## config.mk

```make
export PLATFORM = sky130hd
export DESIGN_NAME = timer_task_table_core
export DESIGN_NICKNAME = d
export VERILOG_FILES = /design/src/rtl/ttt_pkg.sv /design/src/rtl/timer_task_table_core.sv /design/src/rtl/ttt_slot_table.sv
export VERILOG_INCLUDE_DIRS = /design/src /design/src/rtl
export SDC_FILE = /design/constraint.sdc
export NUM_CORES = 2
export LEC_CHECK = 0
export ABC_CLOCK_PERIOD_IN_PS = 13100
export BUFFER_PORTS_ARGS = -buffer_cell sky130_fd_sc_hd__buf_4
export CAP_MARGIN = 30
export CORE_MARGIN = 2
export CORE_UTILIZATION = 62
export CTS_CLUSTER_DIAMETER = 100
export DETAILED_ROUTE_END_ITERATION = 10
export GPL_TIMING_DRIVEN = 1
export PLACE_DENSITY = 0.87
export SETUP_SLACK_MARGIN = 0.2
export SLEW_MARGIN = 20
export SYNTH_ARGS = -nofsm -noshare
export SYNTH_HDL_FRONTEND = slang
export SYNTH_HIERARCHICAL = 1
export SYNTH_SLANG_ARGS = --single-unit
```

## constraint.sdc

```tcl
create_clock -name clock -period 13.1 [get_ports clock]
set_input_delay 1.31 -clock clock [delete_from_list [all_inputs] [get_ports clock]]
set_output_delay 1.31 -clock clock [all_outputs]
set_load 0.01 [all_outputs]
```

## src/rtl/timer_task_table_core_defines.svh

```systemverilog
// ----------------------------------------------------------------------------
// Timer task table assertion macros
// Clocked assertion helpers, compiled out when ASSERT_OFF is defined.
// ----------------------------------------------------------------------------
`ifndef TIMER_TASK_TABLE_CORE_DEFINES_SVH
`define TIMER_TASK_TABLE_CORE_DEFINES_SVH

`ifndef ASSERT_OFF
`define TTT_ASSERT(lbl, clk, rst, prop) \
   lbl: assert property (@(posedge clk) disable iff (rst) prop) \
      else $error("timer task table assertion failed");
`define TTT_ASSERT_NEVER(lbl, clk, rst, expr) \
   lbl: assert property (@(posedge clk) disable iff (rst) !(expr)) \
      else $error("timer task table forbidden condition");
`else
`define TTT_ASSERT(lbl, clk, rst, prop)
`define TTT_ASSERT_NEVER(lbl, clk, rst, expr)
`endif

`endif

```

## src/rtl/ttt_pkg.sv

```systemverilog
// ----------------------------------------------------------------------------
// Timer task table package
// Table geometry, entry layout, command and result codes.
// ----------------------------------------------------------------------------
package ttt_pkg;

   localparam int TASK_SLOTS = 16;
   localparam int SLOT_W     = $clog2(TASK_SLOTS);
   localparam int CNT_W      = $clog2(TASK_SLOTS + 1);
   localparam int NOW_W      = 48;
   localparam int DUE_W      = 49;
   localparam int MS_W       = 32;
   localparam int HANDLE_W   = 8;

   localparam logic [1:0] CMD_SCHEDULE     = 2'd0;
   localparam logic [1:0] CMD_CANCEL_TIMER = 2'd1;
   localparam logic [1:0] CMD_CANCEL_TASK  = 2'd2;
   localparam logic [1:0] CMD_TICK         = 2'd3;

   localparam logic [2:0] KIND_FIRED     = 3'd0;
   localparam logic [2:0] KIND_TICK_DONE = 3'd1;
   localparam logic [2:0] KIND_SCHEDULED = 3'd2;
   localparam logic [2:0] KIND_REJECTED  = 3'd3;
   localparam logic [2:0] KIND_CANCELED  = 3'd4;

   typedef struct packed {
      logic [HANDLE_W-1:0] timer_id;
      logic [HANDLE_W-1:0] task_id;
      logic [DUE_W-1:0]    due;
      logic [MS_W-1:0]     period;
   } entry_type;

   typedef struct packed {
      logic              en;
      logic [SLOT_W-1:0] addr;
      entry_type         data;
   } slot_write_type;

endpackage

```

## src/rtl/timer_task_table_core.sv

```systemverilog
// ----------------------------------------------------------------------------
// Timer task table core
// Schedules, cancels and fires timer tasks kept in insertion order.
// ----------------------------------------------------------------------------
// A request is taken when start is high and busy is low. A schedule with a
// null timer or task handle is dropped in that cycle and gives no result.
// Every other request walks the table one slot per cycle, closing up freed
// slots as it goes, notices the end of the table and then passes through a
// finishing state before busy falls again.
// Results appear on the rsp_ ports for a single cycle under rsp_valid and
// cannot be held off by the receiver; a tick gives one result per due slot in
// table order and closes with a tick done result that carries rsp_last.
// ----------------------------------------------------------------------------
`include "timer_task_table_core_defines.svh"

module timer_task_table_core (
   input  logic                             clock,
   input  logic                             reset,
   input  logic                             start,
   output logic                             busy,
   input  logic [1:0]                       req_command,
   input  logic [ttt_pkg::HANDLE_W-1:0]     req_timer_id,
   input  logic [ttt_pkg::HANDLE_W-1:0]     req_task_id,
   input  logic [ttt_pkg::MS_W-1:0]         req_delay_ms,
   input  logic [ttt_pkg::MS_W-1:0]         req_period_ms,
   input  logic [ttt_pkg::NOW_W-1:0]        req_now_ms,
   output logic                             rsp_valid,
   output logic [2:0]                       rsp_result_kind,
   output logic [ttt_pkg::HANDLE_W-1:0]     rsp_fired_task,
   output logic [ttt_pkg::HANDLE_W-1:0]     rsp_fired_timer,
   output logic                             rsp_found,
   output logic                             rsp_last
);

   localparam logic [1:0] ST_IDLE   = 2'd0;
   localparam logic [1:0] ST_SCAN   = 2'd1;
   localparam logic [1:0] ST_FINISH = 2'd2;

   logic [1:0]                    state_ff, state_in;
   logic [1:0]                    cmd_ff, cmd_in;
   logic [ttt_pkg::HANDLE_W-1:0]  timer_ff, timer_in;
   logic [ttt_pkg::HANDLE_W-1:0]  task_ff, task_in;
   logic [ttt_pkg::MS_W-1:0]      delay_ff, delay_in;
   logic [ttt_pkg::MS_W-1:0]      period_ff, period_in;
   logic [ttt_pkg::NOW_W-1:0]     now_ff, now_in;
   logic [ttt_pkg::CNT_W-1:0]     used_ff, used_in;
   logic [ttt_pkg::CNT_W-1:0]     rd_ff, rd_in;
   logic [ttt_pkg::CNT_W-1:0]     wr_ff, wr_in;
   logic                          any_ff, any_in;

   logic                          valid_ff, valid_in;
   logic [2:0]                    kind_ff, kind_in;
   logic [ttt_pkg::HANDLE_W-1:0]  otask_ff, otask_in;
   logic [ttt_pkg::HANDLE_W-1:0]  otimer_ff, otimer_in;
   logic                          found_ff, found_in;
   logic                          last_ff, last_in;

   ttt_pkg::slot_write_type       wr_port;
   ttt_pkg::entry_type            ent;
   logic [ttt_pkg::MS_W-1:0]      addend;
   logic [ttt_pkg::DUE_W-1:0]     sum;
   logic                          due_hit;
   logic                          drop;
   logic                          accept;

   ttt_slot_table u_slots (
      .clock   (clock),
      .wr      (wr_port),
      .rd_addr (rd_in[ttt_pkg::SLOT_W-1:0]),
      .rd_data (ent)
   );

   assign busy   = (state_ff != ST_IDLE);
   assign accept = start && !busy;

   // Shared adder: entry period during the walk, request delay when finishing.
   assign addend  = (state_ff == ST_FINISH) ? delay_ff : ent.period;
   assign sum     = {1'b0, now_ff} + {{(ttt_pkg::DUE_W - ttt_pkg::MS_W){1'b0}}, addend};
   assign due_hit = (ent.due <= {1'b0, now_ff});

   always_comb begin
      unique case (cmd_ff)
         ttt_pkg::CMD_SCHEDULE:     drop = (ent.timer_id == timer_ff) &&
                                           (ent.task_id == task_ff);
         ttt_pkg::CMD_CANCEL_TIMER: drop = (ent.timer_id == timer_ff);
         ttt_pkg::CMD_CANCEL_TASK:  drop = (ent.task_id == task_ff);
         ttt_pkg::CMD_TICK:         drop = due_hit && (ent.period == '0);
         default:                   drop = 1'b0;
      endcase
   end

   always_comb begin
      state_in  = state_ff;
      cmd_in    = cmd_ff;
      timer_in  = timer_ff;
      task_in   = task_ff;
      delay_in  = delay_ff;
      period_in = period_ff;
      now_in    = now_ff;
      used_in   = used_ff;
      rd_in     = rd_ff;
      wr_in     = wr_ff;
      any_in    = any_ff;
      valid_in  = 1'b0;
      kind_in   = kind_ff;
      otask_in  = otask_ff;
      otimer_in = otimer_ff;
      found_in  = found_ff;
      last_in   = last_ff;
      wr_port   = '{en: 1'b0, addr: wr_ff[ttt_pkg::SLOT_W-1:0], data: ent};

      unique case (state_ff)
         ST_IDLE: begin
            if (accept) begin
               cmd_in    = req_command;
               timer_in  = req_timer_id;
               task_in   = req_task_id;
               delay_in  = req_delay_ms;
               period_in = req_period_ms;
               now_in    = req_now_ms;
               rd_in     = '0;
               wr_in     = '0;
               any_in    = 1'b0;
               if (!(req_command == ttt_pkg::CMD_SCHEDULE &&
                     (req_timer_id == '0 || req_task_id == '0))) begin
                  state_in = ST_SCAN;
               end
            end
         end
         ST_SCAN: begin
            if (rd_ff == used_ff) begin
               state_in = ST_FINISH;
            end else begin
               rd_in = rd_ff + ttt_pkg::CNT_W'(1);
               if (drop) begin
                  any_in = 1'b1;
               end else begin
                  wr_port.en = 1'b1;
                  if (cmd_ff == ttt_pkg::CMD_TICK && due_hit) begin
                     wr_port.data.due = sum;
                  end
                  wr_in = wr_ff + ttt_pkg::CNT_W'(1);
               end
               if (cmd_ff == ttt_pkg::CMD_TICK && due_hit) begin
                  valid_in  = 1'b1;
                  kind_in   = ttt_pkg::KIND_FIRED;
                  otask_in  = ent.task_id;
                  otimer_in = ent.timer_id;
                  found_in  = 1'b0;
                  last_in   = 1'b0;
               end
            end
         end
         ST_FINISH: begin
            state_in  = ST_IDLE;
            used_in   = wr_ff;
            valid_in  = 1'b1;
            otask_in  = '0;
            otimer_in = '0;
            found_in  = 1'b0;
            last_in   = 1'b1;
            unique case (cmd_ff)
               ttt_pkg::CMD_SCHEDULE: begin
                  if (wr_ff == ttt_pkg::CNT_W'(ttt_pkg::TASK_SLOTS)) begin
                     kind_in = ttt_pkg::KIND_REJECTED;
                  end else begin
                     kind_in    = ttt_pkg::KIND_SCHEDULED;
                     wr_port.en = 1'b1;
                     wr_port.data = '{timer_id: timer_ff, task_id: task_ff,
                                      due: sum, period: period_ff};
                     used_in = wr_ff + ttt_pkg::CNT_W'(1);
                  end
               end
               ttt_pkg::CMD_CANCEL_TIMER: kind_in = ttt_pkg::KIND_CANCELED;
               ttt_pkg::CMD_CANCEL_TASK: begin
                  kind_in  = ttt_pkg::KIND_CANCELED;
                  found_in = any_ff;
               end
               ttt_pkg::CMD_TICK:         kind_in = ttt_pkg::KIND_TICK_DONE;
               default:                   kind_in = ttt_pkg::KIND_TICK_DONE;
            endcase
         end
         default: begin
            state_in = ST_IDLE;
         end
      endcase
   end

   always_ff @(posedge clock) begin
      if (reset) begin
         state_ff <= ST_IDLE;
         used_ff  <= '0;
         valid_ff <= 1'b0;
      end else begin
         state_ff <= state_in;
         used_ff  <= used_in;
         valid_ff <= valid_in;
      end
   end

   always_ff @(posedge clock) begin
      cmd_ff    <= cmd_in;
      timer_ff  <= timer_in;
      task_ff   <= task_in;
      delay_ff  <= delay_in;
      period_ff <= period_in;
      now_ff    <= now_in;
      rd_ff     <= rd_in;
      wr_ff     <= wr_in;
      any_ff    <= any_in;
      kind_ff   <= kind_in;
      otask_ff  <= otask_in;
      otimer_ff <= otimer_in;
      found_ff  <= found_in;
      last_ff   <= last_in;
   end

   assign rsp_valid       = valid_ff;
   assign rsp_result_kind = kind_ff;
   assign rsp_fired_task  = otask_ff;
   assign rsp_fired_timer = otimer_ff;
   assign rsp_found       = found_ff;
   assign rsp_last        = last_ff;

   `TTT_ASSERT_NEVER(a_used_in_range, clock, reset,
      used_ff > ttt_pkg::CNT_W'(ttt_pkg::TASK_SLOTS))
   `TTT_ASSERT(a_write_behind_read, clock, reset,
      (state_ff == ST_SCAN) |-> (wr_ff <= rd_ff && rd_ff <= used_ff))
   `TTT_ASSERT_NEVER(a_fired_not_last, clock, reset,
      rsp_valid && rsp_result_kind == ttt_pkg::KIND_FIRED && rsp_last)
   `TTT_ASSERT(a_non_schedule_starts, clock, reset,
      (accept && req_command != ttt_pkg::CMD_SCHEDULE) |=> busy)
   `TTT_ASSERT(a_last_frees_block, clock, reset,
      (rsp_valid && rsp_last) |-> !busy)

endmodule

```

## src/rtl/ttt_slot_table.sv

```systemverilog
// ----------------------------------------------------------------------------
// Timer task table slot storage
// Register file of task entries with one write port and one registered read
// port.
// ----------------------------------------------------------------------------
module ttt_slot_table (
   input  logic                           clock,
   input  ttt_pkg::slot_write_type        wr,
   input  logic [ttt_pkg::SLOT_W-1:0]     rd_addr,
   output ttt_pkg::entry_type             rd_data
);

   ttt_pkg::entry_type slot_ff [ttt_pkg::TASK_SLOTS];

   always_ff @(posedge clock) begin
      if (wr.en) begin
         slot_ff[wr.addr] <= wr.data;
      end
   end

   always_ff @(posedge clock) begin
      rd_data <= slot_ff[rd_addr];
   end

endmodule

```

* After elaboration in Yosys (flattened, before gate mapping)
Memories as Yosys holds them, arrays and structs flattened. A register that Yosys moved wholly into a read port is not among the register bits.
Index checks and enable logic that the tools add are counted.
** Storage, ports and cells
- Logic and storage cells :: 115
- Flip-flop bits (word level) :: 170
- Bits in writable memories :: 1552
- Bits of input ports :: 133
- Memories kept :: 1
- Output and inout port bits :: 23
** Cells by class
- Multiplexer cells :: 53
- Magnitude comparators :: 1
- Add/subtract/negate cells :: 3
- Reduce and logical (&&, ||, !) cells :: 23
- Eq/ne operators :: 16
** Memory list
- u_slots.slot_ff :: depth 16, width 97, read ports 1, clocked after Yosys merged registers in 1, write ports 1, line ttt_slot_table.sv:13 : ttt_pkg::entry_type slot_ff [ttt_pkg::TASK_SLOTS];
** Operators by type and width (number)
- 97-bit 2-to-1 mux :: 2
- 49-bit 2-to-1 mux :: 3
- 49-bit one-hot mux with 2 select lines :: 1
- 32-bit 2-to-1 mux :: 2
- 48-bit by 32-bit adder with 49-bit output :: 1
- 49-bit by 48-bit less-or-equal comparator with 1-bit output :: 1
- 5-bit 2-to-1 mux :: 7
- 32-bit logical NOT :: 1
- 8-bit 2-to-1 mux :: 4
- 8-bit one-hot mux with 2 select lines :: 2
- 5-bit one-hot mux with 2 select lines :: 2
- 8-bit == test :: 2
- 8-bit logical NOT :: 2
- 16-bit 2-to-1 mux :: 1
- 1-bit 2-to-1 mux :: 15
- 2-bit != test (second input constant) :: 7
- 5-bit by 1-bit adder with 5-bit output (second input constant) :: 2
- 1-bit one-hot mux with 2 select lines :: 5
- 3-bit one-hot mux with 3 select lines :: 1
- 3-bit AND reduction :: 3
- 4-bit AND reduction :: 2
- 2-bit == test (second input constant) :: 3
- 2-bit logical NOT :: 3
- 2-bit 2-to-1 mux :: 3
- 13 further kinds :: 21

* Depth between registers and ports, before layout
- Depth in word-level cells :: 8
- Mapped depth :: 16
- Gate-level depth less buffers :: 14

* By module
The synthesis kept the hierarchy.
** Modules (own cells, without submodules)
- ttt_slot_table :: cells each 2484, seq. area each 48546.6 µm², area each 59871.2 µm², instances 1
- timer_task_table_core :: cells each 1016, seq. area each 4984.8 µm², area each 11157.0 µm², instances 1

* Worst setup path before layout
No wires, ideal clock.
- Path type :: register -> register
- Start :: reg now_ff[32] (netlist name)
- End :: mem u_slots/slot_ff[0][0] (netlist name), enable pin
- Required time :: 12.429 ns
- Setup slack :: 3.206 ns
- Arrival :: 9.223 ns
- Cell stages (with the launch flop) :: 14
- Cells stage by stage :: edfxtp_1 -> inv_1 -> ha_1 -> nand4_1 -> nor4_1 -> nand2_1 -> o21ai_1 -> o21ai_0 -> a21oi_1 -> nor2b_1 -> a21o_1 -> o21ai_0 -> or3b_2 -> nor3_1
** RTL lines
- from (decl) :: line timer_task_table_core.sv:45 : logic [ttt_pkg::NOW_W-1:0] now_ff, now_in;
- from (signal assigned) :: line timer_task_table_core.sv:207 : now_ff <= now_in;
- to (decl) :: line ttt_slot_table.sv:13

==> reports/metrics.cfg <==
[synthesis]
yosys_warnings = 6
synthArstFlopShare_pct = 0
ys_seq_area_share_pct = 75.4
synth_area_per_cell_um2 = 20.3
synth-edff-count = 1710
ys_types = 73
syn-num-nets = 3725
synthCells = 3500
yosys_register_bits = 1819
synth-main-ff-cell = edfxtp_1
netlist_area_um2 = 71000

[power]
irDropWorstVdd_mv = 0.174
powerDensity_nw_per_um2 = 222
total_power_mw = 17.8
power_leakage_nw = 26.1

[layout]
mostFrequentLayoutCell = edfxtp_1
nNetsFinal = 3969
areaGrowthSynthToFinish_pct = 12.8
drive_above_1_share_pct = 25.9
final_cell_mix = edfxtp_1, mux4_2, buf_4, a22oi_1, clkbuf_16
nFillCells = 6248

[run]
maxCapViolCount = 0

[timing]
fin_crit_ns = 6.34
rsz0062_at_grt = no
fmax_mhz = 158
tightestPinTransition_ns = 1.08
min_period_over_period_pct = 48.4
slew_headroom_pct = 27.4
setup_viol = 0
fin_skew_ns = 0.0369
hold_violations = 0
final_max_slew_viol_count = 0
finalSetupTns_ns = 0

[clock_tree]
cts_buffers = 171
path_clk_slew_ns = 0.07
ctsHoldBuffers = 0
cts_root_buffer = clkbuf_16
cts_resized = 0
h-tree-depth = 4
insertion_delay_ns = 0.80
clockBufferDepth = 3
cts_tree = done
cts_setup_buffers = 0
cts_sinks = 1819

[placed_design]
dp_hpwl_mm = 100
globalplace.congestion = 0.935
port_buffers = 155

[critical_path]
end_kind = flop
reg2reg_depth = 14
worst-setup-path-type = flop to flop
path_max_fanout = 50
r2r-start = now_ff[45]
worst_setup_path_start_kind = flop
r2r-end = u_slots/slot_ff[7][34]
worst_ep_arrival_time_ns = 6.72
rrSetupSlack_ns = 6.76
worst_ep_required_time_ns = 13.49

[floorplanning]
coreArea_um2 = 114000
ios = 156
die_w_um = 342
rows = 124
die_y_um = 342
start_util_pct = 62.3
die-area_um2 = 117000

[min_path]
whs_path_depth = 2
hold_class = flop to flop
min_to = used_ff[2]
hold_path_startpoint = used_ff[2]

[global_routing]
grt_pass1_vias = 39450
antenna_found_initial = 7
overflow = 0
grt_first_pass_wirelength_mm = 271
track_usage_pct = 32.5
grt_max_degree = 150

[drt]
wirelength_mm = 190
dr.first_iter.drc_count = 7152
ant_nets = 0
dr.pass1.iters = 9
vias_per_cell = 7.16
vias = 38700
wire_per_inst_um = 35.1
route.detailed.drc = 0

[outcome]
status = finished, final reports clean

## worst max-delay path by stage
| stage | slack, ns | cells after the start | endpoint | from |
|---|---|---|---|---|
| 6_report | 6.76 | 14 | u_slots/slot_ff[7][34] | now_ff[45] |
| 5_1_grt | 6.60 | 14 | u_slots/slot_ff[7][45] | now_ff[45] |
| 4_1_cts | 6.95 | 14 | u_slots/slot_ff[7][8] | now_ff[45] |
| 3_5_place_dp | 7.14 | 14 | u_slots/slot_ff[7][19] | now_ff[43] |
| 3_3_place_gp | 7.27 | 10 | u_slots/rd_data[46] | start |
| 2_1_floorplan | 3.21 | 13 | u_slots/slot_ff[0][0] | now_ff[32] |
## per-layer routing
| metal | routed length, um | up-vias | GRT usage [%] |
|---|---|---|---|
| li1 | - | 14969 | - |
| met1 | 63400 | 19551 | 43.8 |
| met2 | 90800 | 3576 | 50.5 |
| met3 | 26500 | 596 | 8.71 |
| met4 | 8950 | 8 | 14.7 |
| met5 | 51 | - | 0 |
## stage by stage
step	hold slack [ns]	cells	cell area, um2	util (%)	setup WS (ns)
6_report	0.514	5407	80100	70.2	6.76
5_1_grt	0.537	5405	80100	70.2	6.60
4_1_cts	0.506	5401	80000	70.2	6.95
3_5_place_dp	0.505	5079	74300	65.1	7.14
3_3_place_gp	0.492	5065	73900	64.8	7.27
2_1_floorplan	0.468	3500	71000	-	3.21
## logic make-up (layout without fill, tap and decap cells)
family          after synthesis  count (layout)  synth area share, %
flops                      1819            1819                 75.4
mux                         472             472                 13.6
compound gates              431             431                 4.44
simple gates                375             375                 2.53
buf+inv                     242             635                 1.55
fa+ha+maj                    92              92                 1.63
xor+xnor                     69              69                0.851
other cells                   0               2                    0
## worst max-delay path, stage by stage (launching register included)
cell	delay, ns
edfxtp_1	0.35
inv_1	0.08
ha_1	0.34
nand4_2	0.16
nor4_2	0.41
and3_1	0.31
o21ai_0	0.12
a21oi_1	0.43
nor2b_1	0.14
a21o_1	0.24
o21ai_0	0.54
nand3b_1	0.47
nor2_4	0.66
buf_4	0.65
buf_4	0.89
## cell type report
type                            count  area (um2)  area share [%]
Tap cell                         1512        1890            2.36
Multi-Input combinational cell   1439       16600            20.7
Clock buffer                      232        4680            5.84
Antenna cell                        2        5.00         0.00625
Inverter                           76         285           0.356
Sequential cell                  1819       53500            66.8
Timing Repair Buffer              237        2060            2.57
Clock inverter                     90        1070            1.33
## sequential cells by signal, indices dropped and copies added (netlist names), 2 cells and up
name / flops
rd_ff: 5
rsp_fired_timer: 8
timer_ff: 8
rsp_result_kind: 3
cmd_ff: 2
u_slots/slot_ff: 1552
delay_ff: 32
u_slots/rd_data: 97
task_ff: 8
wr_ff: 5
now_ff: 48
used_ff: 5
rsp_fired_task: 8
period_ff: 32
state_ff: 2
## power by group
group          internal (mW)  switching, mW
Sequential              7.54          0.332
Combinational           1.90           2.88
Clock                   2.91           2.22
Total                   12.3           5.43
## cells in the mapped netlist (4+ instances only)
library cell	n	area [um2]
xnor2_1	48	420
buf_1	29	109
a22o_1	40	350
o211ai_1	7	52.6
buf_4	27	203
ha_1	91	1140
buf_6	7	78.8
and2_1	13	81.3
o221ai_1	5	43.8
clkbuf_1	73	274
edfxtp_1	1710	51300
a21oi_1	64	320
buf_2	27	135
nor4_1	15	93.8
o21ai_0	30	150
o21bai_1	4	30.0
a211oi_1	12	90.1
nor2_1	55	206
inv_1	76	285
nand4_1	21	131
or3_1	8	50.1
and3_1	8	50.1
o22ai_1	4	25.0
xor2_1	21	184
mux2_2	81	912
a22oi_1	195	1460
nand2_1	158	593
a31oi_1	6	37.5
mux4_2	388	8740
nand3_1	28	140
dfxtp_1	109	2180
nor3_1	19	95.1
nand2b_1	6	37.5
nor2b_1	25	156
a21o_1	27	203
Note: power is estimated with default switching activity, not from simulation.
